$ cat config.mk
export PLATFORM = sky130hd
export DESIGN_NAME = rsla_seq
export DESIGN_NICKNAME = d
export VERILOG_FILES = /design/src/sv/rsla_pkg.sv /design/src/sv/rsla_seq.sv
export SDC_FILE = /design/constraint.sdc
export NUM_CORES = 1
export LEC_CHECK = 0
export BUFFER_PORTS_ARGS = -buffer_cell sky130_fd_sc_hd__clkbuf_2
export CORE_ASPECT_RATIO = 0.75
export CORE_MARGIN = 5
export CORE_UTILIZATION = 38
export DETAILED_ROUTE_END_ITERATION = 6
export GPL_TIMING_DRIVEN = 0
export PLACE_DENSITY_LB_ADDON = 0.12
export SKIP_LAST_GASP = 1
export SYNTH_ARGS = -nofsm -noshare
export SYNTH_HDL_FRONTEND = slang
export SYNTH_SLANG_ARGS = --single-unit
$ cat constraint.sdc
create_clock -name clk -period 4.3 [get_ports clk]
set_input_delay 0.43 -clock clk [delete_from_list [all_inputs] [get_ports clk]]
set_output_delay 0.43 -clock clk [all_outputs]
set_load 0.01 [all_outputs]
$ cat src/sv/rsla_pkg.sv
package rsla_pkg;

	// Width of the microprogram step counter.
	localparam int UPC_W = 5;

	typedef logic [UPC_W-1:0] upc_t;

	// Result status codes.
	typedef enum logic [1:0] {
		ST_OK    = 2'd0,
		ST_FULL  = 2'd1,
		ST_EMPTY = 2'd2,
		ST_RANGE = 2'd3
	} status_t;

	// Jump conditions of a control word.
	typedef enum logic [3:0] {
		J_NEXT,
		J_ALWAYS,
		J_FREE,
		J_FIRST,
		J_TAIL0,
		J_REUSE,
		J_FULL,
		J_EMPTY,
		J_RANGE,
		J_ONLY,
		J_IS_TAIL
	} jcond_t;

	// Read address of the forward link memory.
	typedef enum logic {
		RA_SLOT,
		RA_TAIL
	} raddr_t;

	// Write address of either link memory.
	typedef enum logic [2:0] {
		WA_ONE,
		WA_SLOT,
		WA_TAIL,
		WA_PREV,
		WA_NEXT,
		WA_LINK,
		WA_HW,
		WA_HW_NEXT
	} waddr_t;

	// Write data of either link memory.
	typedef enum logic [2:0] {
		WD_ZERO,
		WD_SLOT,
		WD_TAIL,
		WD_PREV_HEAD,
		WD_NEXT,
		WD_LINK,
		WD_HW_NEXT
	} wdata_t;

	// Write enable qualifiers.
	typedef enum logic [1:0] {
		WE_OFF,
		WE_ON,
		WE_NOT_HEAD,
		WE_LINK_NZ
	} we_t;

	// Register updates of the datapath; the END_ codes also set the result.
	typedef enum logic [3:0] {
		OP_NONE,
		OP_HW_INC,
		OP_HEAD_STEP,
		OP_END_FIRST,
		OP_END_TAKE1,
		OP_END_REUSE,
		OP_END_GROW,
		OP_END_FULL,
		OP_END_EMPTY,
		OP_END_RANGE,
		OP_END_ONLY,
		OP_END_TAIL,
		OP_END_SPLICE
	} op_t;

	// Condition flags from the datapath to the sequencer.
	typedef struct packed {
		logic is_free;
		logic first_use;
		logic tail_zero;
		logic reuse;
		logic full;
		logic empty;
		logic bad_slot;
		logic only_one;
		logic is_tail;
	} cond_t;

	// One control word of the microprogram.
	typedef struct packed {
		jcond_t jcond;
		upc_t   jump;
		logic   b_re;
		logic   f_re;
		raddr_t f_ra;
		we_t    b_we;
		waddr_t b_wa;
		wdata_t b_wd;
		we_t    f_we;
		waddr_t f_wa;
		wdata_t f_wd;
		op_t    op;
		logic   fin;
	} ctrl_t;

	// Step addresses of the microprogram.
	localparam upc_t STEP_ENTRY    = upc_t'(0);
	localparam upc_t STEP_A_FIRST  = upc_t'(1);
	localparam upc_t STEP_A_TAIL0  = upc_t'(2);
	localparam upc_t STEP_A_REUSE  = upc_t'(3);
	localparam upc_t STEP_A_FULL   = upc_t'(4);
	localparam upc_t STEP_A_GROW1  = upc_t'(5);
	localparam upc_t STEP_A_GROW2  = upc_t'(6);
	localparam upc_t STEP_F0       = upc_t'(7);
	localparam upc_t STEP_F1       = upc_t'(8);
	localparam upc_t STEP_F2       = upc_t'(9);
	localparam upc_t STEP_F3       = upc_t'(10);
	localparam upc_t STEP_F4       = upc_t'(11);
	localparam upc_t STEP_F5       = upc_t'(12);
	localparam upc_t STEP_F6       = upc_t'(13);
	localparam upc_t STEP_E_FIRST  = upc_t'(14);
	localparam upc_t STEP_E_TAKE1  = upc_t'(15);
	localparam upc_t STEP_E_REUSE  = upc_t'(16);
	localparam upc_t STEP_E_FULL   = upc_t'(17);
	localparam upc_t STEP_E_EMPTY  = upc_t'(18);
	localparam upc_t STEP_E_RANGE  = upc_t'(19);
	localparam upc_t STEP_E_ONLY   = upc_t'(20);
	localparam upc_t STEP_E_TAIL   = upc_t'(21);

	// Control word that does nothing.
	localparam ctrl_t CTRL_IDLE = '{
		jcond: J_NEXT,
		jump:  STEP_ENTRY,
		b_re:  1'b0,
		f_re:  1'b0,
		f_ra:  RA_SLOT,
		b_we:  WE_OFF,
		b_wa:  WA_ONE,
		b_wd:  WD_ZERO,
		f_we:  WE_OFF,
		f_wa:  WA_ONE,
		f_wd:  WD_ZERO,
		op:    OP_NONE,
		fin:   1'b0
	};

	// The microprogram ROM.
	function automatic ctrl_t rom_word(input upc_t step);
		ctrl_t w;
		w = CTRL_IDLE;
		case (step)
			STEP_ENTRY: begin
				// Fetch the back link of the slot and the link after the tail.
				w.b_re  = 1'b1;
				w.f_re  = 1'b1;
				w.f_ra  = RA_TAIL;
				w.jcond = J_FREE;
				w.jump  = STEP_F0;
			end
			STEP_A_FIRST: begin
				w.jcond = J_FIRST;
				w.jump  = STEP_E_FIRST;
			end
			STEP_A_TAIL0: begin
				w.jcond = J_TAIL0;
				w.jump  = STEP_E_TAKE1;
			end
			STEP_A_REUSE: begin
				w.jcond = J_REUSE;
				w.jump  = STEP_E_REUSE;
			end
			STEP_A_FULL: begin
				w.jcond = J_FULL;
				w.jump  = STEP_E_FULL;
			end
			STEP_A_GROW1: begin
				w.f_we = WE_ON;
				w.f_wa = WA_TAIL;
				w.f_wd = WD_HW_NEXT;
				w.b_we = WE_ON;
				w.b_wa = WA_HW_NEXT;
				w.b_wd = WD_TAIL;
				w.op   = OP_HW_INC;
			end
			STEP_A_GROW2: begin
				w.f_we = WE_ON;
				w.f_wa = WA_HW;
				w.f_wd = WD_ZERO;
				w.op   = OP_END_GROW;
				w.fin  = 1'b1;
			end
			STEP_F0: begin
				w.f_re  = 1'b1;
				w.f_ra  = RA_SLOT;
				w.jcond = J_EMPTY;
				w.jump  = STEP_E_EMPTY;
			end
			STEP_F1: begin
				w.jcond = J_RANGE;
				w.jump  = STEP_E_RANGE;
			end
			STEP_F2: begin
				w.jcond = J_ONLY;
				w.jump  = STEP_E_ONLY;
			end
			STEP_F3: begin
				w.jcond = J_IS_TAIL;
				w.jump  = STEP_E_TAIL;
			end
			STEP_F4: begin
				// Unlink the slot and fetch the link after the tail.
				w.b_we = WE_ON;
				w.b_wa = WA_NEXT;
				w.b_wd = WD_PREV_HEAD;
				w.f_we = WE_NOT_HEAD;
				w.f_wa = WA_PREV;
				w.f_wd = WD_NEXT;
				w.f_re = 1'b1;
				w.f_ra = RA_TAIL;
				w.op   = OP_HEAD_STEP;
			end
			STEP_F5: begin
				w.f_we = WE_ON;
				w.f_wa = WA_TAIL;
				w.f_wd = WD_SLOT;
				w.b_we = WE_ON;
				w.b_wa = WA_SLOT;
				w.b_wd = WD_TAIL;
			end
			STEP_F6: begin
				w.f_we = WE_ON;
				w.f_wa = WA_SLOT;
				w.f_wd = WD_LINK;
				w.b_we = WE_LINK_NZ;
				w.b_wa = WA_LINK;
				w.b_wd = WD_SLOT;
				w.op   = OP_END_SPLICE;
				w.fin  = 1'b1;
			end
			STEP_E_FIRST: begin
				w.b_we = WE_ON;
				w.b_wa = WA_ONE;
				w.b_wd = WD_ZERO;
				w.f_we = WE_ON;
				w.f_wa = WA_ONE;
				w.f_wd = WD_ZERO;
				w.op   = OP_END_FIRST;
				w.fin  = 1'b1;
			end
			STEP_E_TAKE1: begin
				w.op  = OP_END_TAKE1;
				w.fin = 1'b1;
			end
			STEP_E_REUSE: begin
				w.op  = OP_END_REUSE;
				w.fin = 1'b1;
			end
			STEP_E_FULL: begin
				w.op  = OP_END_FULL;
				w.fin = 1'b1;
			end
			STEP_E_EMPTY: begin
				w.op  = OP_END_EMPTY;
				w.fin = 1'b1;
			end
			STEP_E_RANGE: begin
				w.op  = OP_END_RANGE;
				w.fin = 1'b1;
			end
			STEP_E_ONLY: begin
				w.op  = OP_END_ONLY;
				w.fin = 1'b1;
			end
			STEP_E_TAIL: begin
				w.op  = OP_END_TAIL;
				w.fin = 1'b1;
			end
			default: begin
				w.jcond = J_ALWAYS;
				w.jump  = STEP_ENTRY;
			end
		endcase
		return w;
	endfunction

endpackage

$ cat src/sv/rsla_seq.sv
module rsla_seq (
	input  logic            clk,
	input  logic            arst_n,
	input  logic            start,
	input  rsla_pkg::cond_t cond,
	output rsla_pkg::ctrl_t ctrl,
	output logic            busy
);

	import rsla_pkg::*;

	upc_t  upc_q;
	logic  busy_q;
	ctrl_t word;
	logic  taken;

	assign word = rom_word(upc_q);

	// Evaluate the jump condition of the current step.
	always_comb begin
		case (word.jcond)
			J_NEXT:    taken = 1'b0;
			J_ALWAYS:  taken = 1'b1;
			J_FREE:    taken = cond.is_free;
			J_FIRST:   taken = cond.first_use;
			J_TAIL0:   taken = cond.tail_zero;
			J_REUSE:   taken = cond.reuse;
			J_FULL:    taken = cond.full;
			J_EMPTY:   taken = cond.empty;
			J_RANGE:   taken = cond.bad_slot;
			J_ONLY:    taken = cond.only_one;
			J_IS_TAIL: taken = cond.is_tail;
			default:   taken = 1'b0;
		endcase
	end

	// Step counter: start from the entry step on a transfer, stop on the last step.
	always_ff @(posedge clk or negedge arst_n) begin
		if (!arst_n) begin
			upc_q  <= STEP_ENTRY;
			busy_q <= 1'b0;
		end else if (!busy_q) begin
			if (start) begin
				busy_q <= 1'b1;
				upc_q  <= STEP_ENTRY;
			end
		end else if (word.fin) begin
			busy_q <= 1'b0;
			upc_q  <= STEP_ENTRY;
		end else if (taken) begin
			upc_q <= word.jump;
		end else begin
			upc_q <= upc_q + 1'b1;
		end
	end

	// The datapath only sees live control words while an operation runs.
	assign ctrl = busy_q ? word : CTRL_IDLE;
	assign busy = busy_q;

endmodule

==> impl_results.md <==
- Register Area: 150.1 µm²
- Initial Util: 40.26%
- Maximum vdd drop: 0.3747 mV
- Clk pin slew, worst setup/hold paths: 0.03 ns
- Worst EP required: 3.87 ns
- Core Region: 2999 µm²
- Crit-path max FO: 10
- Power share of the sequential group: 8.7%
- Placed inst area: 1475 µm²
- Post-Synthesis Mean Instance Area: 6.527 µm²
- Final setup vio count: 0
- First-pass GRT wire length: 6644 µm
- Post-CTS resize count: 0
- Status: completed
- Initial DRC count: 131
- Row count: 17
- ANT nets after route: 0
- Pin count of the biggest net entering global routing: 11
- Area of the multi-input gates: 949.7 µm²
- Die span in x: 75.09 µm
- Pre-CTS setup slack: 1.043 ns
- Fillers: 341
- CTS buffer count: 3
- Post-synthesis cell count: 185
- Die Ht: 58.82 µm
- Final worst slack: 0.7464 ns
- Input/output buffers: 44
- Post-DP HPWL: 3203 µm
- Syn nets: 202
- GP Congestion: 0.9373
- Post-CTS Setup Repair Bufs: 0
- Clock network fraction of total power: 6.3%
- Area Growth Syn to Fin: 25.60%
- Total GRT Usage: 19.21%
- Asr flop ratio synth: 100.0%
- Max cap viols: 0
- Seq/Total Area, Yosys: 12.44%
- Die ar.: 4416 µm²
- Switch Pwr: 730.2 µW
- Sink Count: 6
- IO Pins: 46
- Slew Limit Fails: 0
- Design area: 1516 µm²
- Routed length per instance: 15.09 µm
- Skew-Pair Late Insertion Delay: 0.22 ns
- Htree depth: 1
- Final nets: 251
- Fin util: 50.56%
- Most frequent cells in the layout: clkbuf_2, a21oi_1, nand2_1
- Cell Pwr Density: 855.0 nW/µm²
- Layout cells sized above 1: 24.57%
- Cell taking the most area after synthesis: dfrtp_1
- GR Overflow Total: 0
- Max_slew headroom: 59.64%
- Post-synth EDFFs: 0
- CTS max path bufs: 2
- Logic pwr share: 85.0%
- TritonCTS clock tree: built
- Crit path capture type: output pin
- Yosys top cell area share: 12.44%
- Clock Root Buffer: clkbuf_8
- Pwr Total: 1.297 mW
- Ys flop type: dfrtp_1
- Warnings, synthesis: 0
- Critical path type: reg -> out
- Clock skew: 0.002032 ns
- Count of cell types in the netlist: 50
- Int Pwr: 566.3 µW
- Initial antenna violation count: 0
- Fin crit share: 82.64%
- Largest cells by area after synthesis: dfrtp_1, a21oi_1, nand2_1, nor2_1, ha_1
- Drt pass-1 iters: 4
- Vias: 1497
- Critical path arrival: 3.12 ns
- Drt total wl: 4074 µm
- Setup crit start kind: flop
- Post-Synthesis Cell Area: 1207 µm²
- Synthesized flop and latch total: 6
- Least-Margin Pin Slew: 0.6043 ns
- Via density per instance: 5.544
- Antenna Cells: 0
- Switching Share: 56.32%
- Leak pwr: 0.7062 nW
- FMAX: 0.2814 GHz
- Vias in the first global route: 1351
- Most common cell after layout, fill and taps aside: clkbuf_2
- Unrepaired setup endpoints after global routing: no
- Fin crit period: 3.554 ns
- # DRC: 0
- Final hold viol count: 0
- Number of hold buffers added after cts: 0
- Hold WC Path Type: in -> async
- Setup_tns: 0 ns
state kept, by name, summed over array words and instances, names as in the netlist:
name and count:
upc_q 5, busy 1
per-layer routing:
layer	track usage [%]	wire length, µm	vias to the layer above	part of all wire (%)
met4	6.345	23	0	0.56
met1	30.46	1983	666	49
li1	-	-	766	-
met5	0	0	-	0
met2	26.05	1698	61	42
met3	2.218	369	4	9.1
final cells by class:
type | instances | share of cell area [%]
clock buffers | 3 | 2.723
multi-input cells | 155 | 62.62
repair buffers | 44 | 14.52
flip-flops and latches | 6 | 9.901
plain buffers | 15 | 4.868
inverters | 9 | 2.228
well taps | 38 | 3.135
path summary, 6_finish.rpt:
path                       startpoint        to  depth (start not counted)  slack [ns]
setup / recovery             upc_q[3]   ctrl[2]                         10        0.75
hold / removal                 arst_n  upc_q[4]                          1        0.02
setup reg to reg             upc_q[3]  upc_q[3]                         11        1.06
hold reg to reg              upc_q[1]  upc_q[1]                          2        0.67
max in group asynchronous      arst_n  upc_q[1]                          1        4.13
min in group clk                start      busy                          3        0.55
cell usage after synthesis, types with 3 or more instances:
cell and instances:
a22oi_1 4, nor2_1 17, clkbuf_1 8, nor2b_1 4
a211oi_1 6, nor3_1 8, o21ai_0 4, nand2_1 21
and4_1 3, nand3_1 7, dfrtp_1 6, nand2b_1 9
a21oi_1 21, and2_1 3, inv_1 9, or4_1 4
ha_1 5
metrics by stage:
step / instances / hold slack, ns
global placement: 267 / 0.2564
finish: 270 / 0.02338
CTS: 270 / 0.02226
detailed placement: 267 / 0.2568
floorplan: 185 / 0.1344
global route: 270 / 0.02898
power groups by stage:
| stage | Clock (mW) | Combinational, mW | Sequential (mW) |
|---|---|---|---|
| 6_report | 0.0815 | 1.10 | 0.113 |
| 5_1_grt | 0.0883 | 1.23 | 0.117 |
| 4_1_cts | 0.0841 | 1.09 | 0.112 |
| 3_5_place_dp | 0 | 1.09 | 0.113 |
| 3_3_place_gp | 0 | 1.09 | 0.112 |
| 2_1_floorplan | 0 | 0.788 | 0.104 |
critical path, stage by stage (launching register included):
cell and delay (ns):
dfrtp_1 0.45, buf_2 0.23, buf_1 0.43, clkbuf_1 0.41, and3_1 0.23, ha_1 0.17
a21oi_1 0.05, and4_1 0.24, nand2b_1 0.22, a221oi_1 0.28, clkbuf_2 0.19
logic make-up after synthesis:
kind of cell / share of synthesized area, %
flops: 12.43
simple gates: 40.83
fa+ha+maj: 5.181
other cells: 0.3106
buf+inv: 8.912
compound gates: 30.05
mux: 0.8290
xor+xnor: 1.451
No activity file was read; power rests on OpenSTA's default activity.
